`config.mk`:
```
export PLATFORM = sky130hd
export DESIGN_NAME = bounded_decimal_integer_parser_flat
export DESIGN_NICKNAME = d
export VERILOG_FILES = /design/src/rtl/bdip_pkg.sv /design/src/rtl/bdip_if.sv /design/src/rtl/bounded_decimal_integer_parser.sv /design/src/rtl/bdip_csr.sv /design/src/rtl/bdip_step.sv /design/src/flat_wrapper.sv
export SDC_FILE = /design/constraint.sdc
export NUM_CORES = 1
export LEC_CHECK = 0
export BUFFER_PORTS_ARGS = -buffer_cell sky130_fd_sc_hd__buf_2
export CORE_MARGIN = 5
export CORE_UTILIZATION = 65
export CTS_BUF_LIST = sky130_fd_sc_hd__clkbuf_4 sky130_fd_sc_hd__clkbuf_8 sky130_fd_sc_hd__clkbuf_16
export CTS_CLUSTER_SIZE = 20
export DETAILED_ROUTE_END_ITERATION = 6
export PLACE_DENSITY = 0.87
export SYNTH_ARGS = -nofsm -noshare
export SYNTH_HDL_FRONTEND = slang
export SYNTH_SLANG_ARGS = --single-unit
```
`constraint.sdc`:
```
create_clock -name clock -period 17.9 [get_ports clock]
set_input_delay 3.58 -clock clock [delete_from_list [all_inputs] [get_ports clock]]
set_output_delay 3.58 -clock clock [all_outputs]
set_load 0.1 [all_outputs]
```
`src/rtl/bdip_pkg.sv`:
```
// Package for the bounded decimal integer parser.
// Holds the character codes, status codes, register indexes and shared types.
// No dependencies; every other file in rtl imports it.
package bdip_pkg;

   localparam int CH_W    = 8;
   localparam int VAL_W   = 64;
   localparam int UPPER_W = 63;
   localparam int ST_W    = 2;
   localparam int CSR_IDX_W = 2;
   localparam int CSR_DATA_W = 64;
   // Width of the multiply-by-ten datapath: 64 bits plus headroom for x10 and the digit.
   localparam int WIDE_W  = 68;

   typedef logic [CH_W-1:0] char_type;
   typedef logic [ST_W-1:0] status_type;

   localparam char_type CH_MINUS   = 8'd45;
   localparam char_type CH_ZERO    = 8'd48;
   localparam char_type CH_NINE    = 8'd57;
   localparam char_type CH_NEWLINE = 8'd10;

   localparam status_type ST_OK      = 2'd0;
   localparam status_type ST_INVALID = 2'd1;
   localparam status_type ST_RANGE   = 2'd2;

   localparam logic [CSR_IDX_W-1:0] CSR_LOWER_LIMIT = 2'd0;
   localparam logic [CSR_IDX_W-1:0] CSR_UPPER_LIMIT = 2'd1;
   localparam logic [CSR_IDX_W-1:0] CSR_TERMINATOR  = 2'd2;

   localparam logic [VAL_W-1:0]   LOWER_LIMIT_RST = 64'h8000_0000_0000_0000;
   localparam logic [UPPER_W-1:0] UPPER_LIMIT_RST = 63'h7FFF_FFFF_FFFF_FFFF;
   localparam char_type           TERMINATOR_RST  = 8'd10;

   typedef enum logic [2:0] {
      PH_START  = 3'b001,
      PH_SIGN   = 3'b010,
      PH_DIGITS = 3'b100
   } phase_type;

   typedef struct packed {
      logic [VAL_W-1:0]   lower_limit;
      logic [UPPER_W-1:0] upper_limit;
      char_type           terminator;
   } cfg_type;

   typedef struct packed {
      phase_type               phase;
      logic signed [VAL_W-1:0] acc;
      logic                    neg;
   } state_type;

   typedef struct packed {
      logic                    emit;
      status_type              status;
      logic signed [VAL_W-1:0] value;
      logic                    ended_by_newline;
   } result_type;

endpackage

```
`src/rtl/bdip_if.sv`:
```
// Channel interfaces of the bounded decimal integer parser: character input
// and result output, each with valid/ready handshake. Depends on bdip_pkg.
interface bdip_req_if;
   import bdip_pkg::*;
   logic     valid;
   logic     ready;
   char_type ch;
   modport source (output valid, output ch, input ready);
   modport sink   (input valid, input ch, output ready);
endinterface

interface bdip_rsp_if;
   import bdip_pkg::*;
   logic                    valid;
   logic                    ready;
   status_type              status;
   logic signed [VAL_W-1:0] value;
   logic                    ended_by_newline;
   modport source (output valid, output status, output value, output ended_by_newline,
                   input ready);
   modport sink   (input valid, input status, input value, input ended_by_newline,
                   output ready);
endinterface

```
`src/rtl/bounded_decimal_integer_parser.sv`:
```
// Bounded decimal integer parser, top level.
// A character accepted is held in the input register; when it moves on, its result,
// if any, is written to the result register.
// Throughput: one character per cycle; the input stage stalls only while the result
// register holds a result that is not taken. Synchronous reset sets the limits to
// their full range, the terminator to newline, and clears the parse state.
module bounded_decimal_integer_parser (
   input  logic                            clock,
   input  logic                            reset,
   bdip_req_if.sink                        req_chan,
   bdip_rsp_if.source                      rsp_chan,
   input  logic                            csr_we,
   input  logic [bdip_pkg::CSR_IDX_W-1:0]  csr_index,
   input  logic [bdip_pkg::CSR_DATA_W-1:0] csr_wdata
);
   import bdip_pkg::*;

   cfg_type    cfg;
   logic       in_vld_ff, in_vld_in;
   char_type   in_ch_ff, in_ch_in;
   state_type  st_ff, st_in;
   state_type  st_step;
   result_type res_step;
   logic       out_vld_ff, out_vld_in;
   result_type out_ff, out_in;
   logic       advance;
   logic       req_fire;

   bdip_csr u_csr (
      .clock     (clock),
      .reset     (reset),
      .csr_we    (csr_we),
      .csr_index (csr_index),
      .csr_wdata (csr_wdata),
      .cfg       (cfg)
   );

   bdip_step u_step (
      .ch  (in_ch_ff),
      .cur (st_ff),
      .cfg (cfg),
      .nxt (st_step),
      .res (res_step)
   );

   // The held character moves on when the result register is free or being drained.
   assign advance        = in_vld_ff && (!out_vld_ff || rsp_chan.ready);
   assign req_chan.ready = !in_vld_ff || advance;
   assign req_fire       = req_chan.valid && req_chan.ready;

   always_comb begin
      in_vld_in = in_vld_ff;
      in_ch_in  = in_ch_ff;
      if (req_fire) begin
         in_vld_in = 1'b1;
         in_ch_in  = req_chan.ch;
      end else if (advance) begin
         in_vld_in = 1'b0;
      end

      st_in = advance ? st_step : st_ff;

      out_in     = out_ff;
      out_vld_in = out_vld_ff && !rsp_chan.ready;
      if (advance && res_step.emit) begin
         out_vld_in = 1'b1;
         out_in     = res_step;
      end
   end

   always_ff @(posedge clock) begin
      if (reset) begin
         in_vld_ff  <= 1'b0;
         out_vld_ff <= 1'b0;
         st_ff.phase <= PH_START;
         st_ff.acc   <= '0;
         st_ff.neg   <= 1'b0;
      end else begin
         in_vld_ff  <= in_vld_in;
         out_vld_ff <= out_vld_in;
         st_ff      <= st_in;
      end
   end

   always_ff @(posedge clock) begin
      in_ch_ff <= in_ch_in;
      out_ff   <= out_in;
   end

   assign rsp_chan.valid            = out_vld_ff;
   assign rsp_chan.status           = out_ff.status;
   assign rsp_chan.value            = out_ff.value;
   assign rsp_chan.ended_by_newline = out_ff.ended_by_newline;

`ifndef SYNTHESIS
   // Every result returns the parser to a clean start for the next number.
   assert property (@(posedge clock) disable iff (reset)
      advance && res_step.emit |=>
         st_ff.phase == PH_START && st_ff.acc == '0 && !st_ff.neg)
      else $error("parse state not cleared after a result");

   // At the start of a number nothing may be left over from the previous one.
   assert property (@(posedge clock) disable iff (reset)
      st_ff.phase == PH_START |-> st_ff.acc == '0 && !st_ff.neg)
      else $error("stale accumulator or sign at start of number");

   // The input side only backs up behind a result that is not being taken.
   assert property (@(posedge clock) disable iff (reset)
      !req_chan.ready |-> rsp_chan.valid && !rsp_chan.ready)
      else $error("input stalled without a blocked result");

   // A refused or invalid number always reports zero.
   assert property (@(posedge clock) disable iff (reset)
      rsp_chan.valid && rsp_chan.status != ST_OK |-> rsp_chan.value == '0)
      else $error("nonzero value on an error result");
`endif

endmodule

```
`src/rtl/bdip_csr.sv`:
```
// Configuration registers of the parser: limits and terminator character.
// Depends on bdip_pkg.
module bdip_csr (
   input  logic                                clock,
   input  logic                                reset,
   input  logic                                csr_we,
   input  logic [bdip_pkg::CSR_IDX_W-1:0]      csr_index,
   input  logic [bdip_pkg::CSR_DATA_W-1:0]     csr_wdata,
   output bdip_pkg::cfg_type                   cfg
);
   import bdip_pkg::*;

   cfg_type cfg_ff, cfg_in;

   always_comb begin
      cfg_in = cfg_ff;
      if (csr_we) begin
         unique case (csr_index)
            CSR_LOWER_LIMIT: cfg_in.lower_limit = csr_wdata;
            CSR_UPPER_LIMIT: cfg_in.upper_limit = csr_wdata[UPPER_W-1:0];
            CSR_TERMINATOR:  cfg_in.terminator  = csr_wdata[CH_W-1:0];
            default:         cfg_in = cfg_ff;
         endcase
      end
   end

   always_ff @(posedge clock) begin
      if (reset) begin
         cfg_ff.lower_limit <= LOWER_LIMIT_RST;
         cfg_ff.upper_limit <= UPPER_LIMIT_RST;
         cfg_ff.terminator  <= TERMINATOR_RST;
      end else begin
         cfg_ff <= cfg_in;
      end
   end

   assign cfg = cfg_ff;

endmodule

```
`src/rtl/bdip_step.sv`:
```
// Per-character step logic of the parser: next parse state and the result, if any.
// Purely combinational; depends on bdip_pkg.
module bdip_step (
   input  bdip_pkg::char_type   ch,
   input  bdip_pkg::state_type  cur,
   input  bdip_pkg::cfg_type    cfg,
   output bdip_pkg::state_type  nxt,
   output bdip_pkg::result_type res
);
   import bdip_pkg::*;

   logic                     is_digit;
   logic                     is_end;
   logic                     neg_eff;
   logic [3:0]               digit;
   logic signed [WIDE_W-1:0] acc_w;
   logic signed [WIDE_W-1:0] acc_x10;
   logic signed [WIDE_W-1:0] acc_next;
   logic signed [WIDE_W-1:0] bound;
   logic                     refuse;
   logic signed [VAL_W-1:0]  ok_value;

   assign is_digit = (ch >= CH_ZERO) && (ch <= CH_NINE);
   assign is_end   = (ch == cfg.terminator) || (ch == CH_NEWLINE);
   assign digit    = 4'(ch - CH_ZERO);

   // The sign only sticks once digits have started; before that a sign seen
   // in the previous character is what counts.
   assign neg_eff = (cur.phase == PH_DIGITS) ? cur.neg : (cur.phase == PH_SIGN);

   // The running value is kept non-positive, so each digit is subtracted.
   // Comparing 10*acc - d against the bound in wide arithmetic covers both
   // the bound/10 pre-check and the final check without a divider.
   assign acc_w    = $signed({{(WIDE_W-VAL_W){cur.acc[VAL_W-1]}}, cur.acc});
   assign acc_x10  = (acc_w <<< 3) + (acc_w <<< 1);
   assign acc_next = acc_x10 - $signed({{(WIDE_W-4){1'b0}}, digit});
   assign bound    = neg_eff ?
                     $signed({{(WIDE_W-VAL_W){cfg.lower_limit[VAL_W-1]}}, cfg.lower_limit}) :
                     -$signed({{(WIDE_W-UPPER_W){1'b0}}, cfg.upper_limit});
   assign refuse   = acc_next < bound;

   assign ok_value = cur.neg ? cur.acc : -cur.acc;

   always_comb begin
      nxt                  = cur;
      res.emit             = 1'b0;
      res.status           = ST_OK;
      res.value            = '0;
      res.ended_by_newline = (ch == CH_NEWLINE);

      if (cur.phase == PH_DIGITS) begin
         if (is_end) begin
            res.emit  = 1'b1;
            res.value = ok_value;
         end else if (!is_digit) begin
            res.emit   = 1'b1;
            res.status = ST_INVALID;
         end else if (refuse) begin
            res.emit   = 1'b1;
            res.status = ST_RANGE;
         end else begin
            nxt.acc = acc_next[VAL_W-1:0];
         end
      end else begin
         if ((cur.phase != PH_SIGN) && (ch == CH_MINUS)) begin
            nxt.neg   = 1'b1;
            nxt.phase = PH_SIGN;
         end else if (!is_digit) begin
            res.emit   = 1'b1;
            res.status = ST_INVALID;
         end else if (is_end) begin
            // A digit that is also the terminator ends the number at zero.
            res.emit = 1'b1;
         end else if (refuse) begin
            res.emit   = 1'b1;
            res.status = ST_RANGE;
         end else begin
            nxt.acc   = acc_next[VAL_W-1:0];
            nxt.neg   = neg_eff;
            nxt.phase = PH_DIGITS;
         end
      end

      if (res.emit) begin
         nxt.phase = PH_START;
         nxt.acc   = '0;
         nxt.neg   = 1'b0;
      end
   end

endmodule

```
`src/flat_wrapper.sv`:
```
// flat-port wrapper written by rule: the top's interface ports become plain ports
module bounded_decimal_integer_parser_flat import bdip_pkg::*;
  (clock, reset, csr_we, csr_index, csr_wdata, req_chan_valid, req_chan_ch, req_chan_ready, rsp_chan_valid, rsp_chan_status, rsp_chan_value, rsp_chan_ended_by_newline, rsp_chan_ready);
  bdip_req_if req_chan_i ();
  bdip_rsp_if rsp_chan_i ();
  input  logic clock;
  input  logic reset;
  input  logic csr_we;
  input  logic [bdip_pkg::CSR_IDX_W-1:0] csr_index;
  input  logic [bdip_pkg::CSR_DATA_W-1:0] csr_wdata;
  input wire logic [$bits(req_chan_i.valid)-1:0] req_chan_valid;
  input wire logic [$bits(req_chan_i.ch)-1:0] req_chan_ch;
  output wire logic [$bits(req_chan_i.ready)-1:0] req_chan_ready;
  output wire logic [$bits(rsp_chan_i.valid)-1:0] rsp_chan_valid;
  output wire logic [$bits(rsp_chan_i.status)-1:0] rsp_chan_status;
  output wire logic [$bits(rsp_chan_i.value)-1:0] rsp_chan_value;
  output wire logic [$bits(rsp_chan_i.ended_by_newline)-1:0] rsp_chan_ended_by_newline;
  input wire logic [$bits(rsp_chan_i.ready)-1:0] rsp_chan_ready;
  assign req_chan_i.valid = req_chan_valid;
  assign req_chan_i.ch = req_chan_ch;
  assign req_chan_ready = req_chan_i.ready;
  assign rsp_chan_valid = rsp_chan_i.valid;
  assign rsp_chan_status = rsp_chan_i.status;
  assign rsp_chan_value = rsp_chan_i.value;
  assign rsp_chan_ended_by_newline = rsp_chan_i.ended_by_newline;
  assign rsp_chan_i.ready = rsp_chan_ready;
  bounded_decimal_integer_parser u_core (.clock(clock), .reset(reset), .req_chan(req_chan_i), .rsp_chan(rsp_chan_i), .csr_we(csr_we), .csr_index(csr_index), .csr_wdata(csr_wdata));
endmodule
```
==> metrics.txt <==
status finished, final reports clean; fmax 0.128 GHz; CTS buffer count 29; DR vias/cell 6.18; Routed Antenna Nets 0; die footprint 33700 sq um; fin. max-slew vios 0; global route overflow 0; antenna cells 0; Post-CTS Setup Repair Bufs 0; vias in the first global route 17200; Mapped Area 19600 sq um; # setup viols final 0; number of flops mapped to enable cells by yosys 75; Post-Synthesis Cells 2435; most frequent cell on the critical path buf_2; # Max-Cap Violations 0; Met1 Wirelength 24.0 mm; setup_tns 0 ns; DR WL/cell 18.3 microns; CP max stage cell buf_2; Fin. Hold Viols 0; layout cells sized above 1 9.93%; worst hold path class reg2reg; crit-path max cell delay 0.42 ns; Port Buffer Count 147; final wirelength 53.4 mm; net count after synthesis 2714; Die Width 183 microns; Synth cell types 81; sequential share of the synthesized area 32.5%; Fillers 2318; metal3 WL 4.56 mm; post-CTS resize count 0; Tcrit/Tclk final 43.6%; Worst-Margin Slew 1.05 ns; total global-route track usage 31.0%; Worst EP required 14.32 ns; Initial Util 66.0%; RSZ-0062 raised after global routing no; CP Capture Type primary output; first-pass GRT wire length 87.0 mm; Main synth FF type dfxtp_1; critical path launch point type input pin; initial drt markers 1974; io pins 148; routed vias 18000; Post-DP HPWL 39.4 mm; worst skew pair latency 0.57 ns; Clock transition at path regs 0.06 ns; top routing layer in use met4; die height 183 microns; # rows 63; Critical Path AT 4.22 ns; WS Path Type in2out; R2R Setup Slk 10.67 ns; # hold bufs at CTS 0; metal2 WL 23.6 mm; Core Box Area 29600 sq um; drt pass-1 iters 6; Yosys warnings 0; drt drc 0; register bit total from synthesis 280; TritonCTS clock tree built; Final Wtd Congestion 0.931; Layout area overhead 9.64%; pin count of the biggest net entering global routing 79; initial antenna violation count 0; CP max FO 2; Post-synth ARST share 0%; Setup Skew 0.0249 ns; crit path time final 7.80 ns; clk sinks 280; maximum buffer depth of the clock tree 3; CTS root buffer clkbuf_16; worst-path cell chain buf_2, nor2b_1, nand2_1, buf_2; syn avg cell area 8.03 sq um; final net count 2783; Slew HR 29.5%; H-tree levels 1
==> cell usage in the layout, fill, tap and decap left out, drive strengths merged, types with 75 or more instances in the layout <==
cell type    n
nand2      374
inv        220
dfxtp      205
ha         198
a21oi      195
buf        162
nor2       145
xnor2      124
o21ai      113
nand3      108
edfxtp      75
==> synth_stat cells, drive strengths merged (6+ instances only) <==
cell type	instances	area, sq um
nand2	374	1400
inv	218	818
dfxtp	205	4100
ha	198	2480
a21oi	195	976
nor2	145	544
xnor2	124	1090
o21ai	113	566
clkbuf	108	405
nand3	108	551
edfxtp	75	2250
a22o	61	534
xor2	54	473
a21o	51	383
nand4	36	231
a31oi	32	200
nor3	31	176
nor4	28	209
and2	23	144
and3	23	144
mux2i	21	210
a41oi	17	149
buf	16	72.6
or3	12	80.1
a211oi	11	82.6
o21bai	11	82.6
or4	11	90.1
nand2b	10	62.6
o211ai	10	75.1
o21a	10	75.1
nor2b	9	56.3
and4	7	61.3
nand3b	7	52.6
a31o	6	52.6
nor3b	6	45.0
==> cells by family (layout without fill, tap and decap cells) <==
group / after synthesis / count (layout) / share of synthesized area, %
DFF: 280 / 280 / 32.5
muxes: 21 / 21 / 1.07
AOI/OAI and AO/OA: 568 / 568 / 18.5
buffers and inverters: 342 / 434 / 6.63
xor gates and xnor gates: 178 / 178 / 7.97
and+or+nand+nor: 846 / 846 / 20.4
adders and majority gates: 200 / 200 / 12.9
==> metal layers <==
| metal | track usage (%) | vias up |
|---|---|---|
| li1 | - | 8664 |
| met1 | 44.6 | 8418 |
| met2 | 49.1 | 844 |
| met3 | 4.71 | 93 |
| met4 | 8.28 | 0 |
| met5 | 0 | - |
==> sequential cells by signal (all words and copies together), names as in the netlist <==
register / flops
u_core.u_csr.cfg: 135
u_core.st_ff: 68
u_core.rsp_chan.value: 64
u_core.in_ch_ff: 8
u_core.rsp_chan.status: 2
u_core.in_vld_ff: 1
u_core.rsp_chan.ended_by_newline: 1
u_core.rsp_chan.valid: 1
==> area by class of cell <==
type	instances	area, sq um	area share (%)
clock buffer	42	866	4.04
inverter	218	818	3.82
clock inverter	12	130	0.607
tap	390	488	2.28
timing repair buffer	162	848	3.96
sequential	280	6360	29.6
multi-input combinational	1813	11900	55.7
==> worst max-delay path, delay by kind of cell <==
family                 cells  cell delay [ns]
and+or+nand+nor            2             0.13
buffers and inverters      2             0.51
==> stage by stage <==
| step | cell area [sq um] | std cells | hold slack (ns) | utilization, % | worst slack (ns) |
|---|---|---|---|---|---|
| floorplan | 19600 | 2435 | 0.432 | - | 10.04 |
| finish | 21400 | 2917 | 0.452 | 72.4 | 10.10 |
| detailed placement | 20500 | 2863 | 0.444 | 69.0 | 10.11 |
| global placement | 20500 | 2863 | 0.439 | 69.0 | 10.11 |
| CTS | 21400 | 2917 | 0.453 | 72.4 | 10.11 |
| global route | 21400 | 2917 | 0.465 | 72.4 | 10.05 |
==> worst paths after layout <==
check                                      startpoint                        end  cells past startpoint
worst max-delay path                   rsp_chan_ready             req_chan_ready                      4
worst min-delay path            u_core.u_csr.cfg[121]      u_core.u_csr.cfg[121]                      2
worst max register to register       u_core.st_ff[37]  u_core.rsp_chan.value[31]                     23
worst min register to register  u_core.u_csr.cfg[121]      u_core.u_csr.cfg[121]                      2
Power is left out: the tool's default activity adds up to more than one toggle a clock period on the data nets, which glitch-free logic cannot reach.
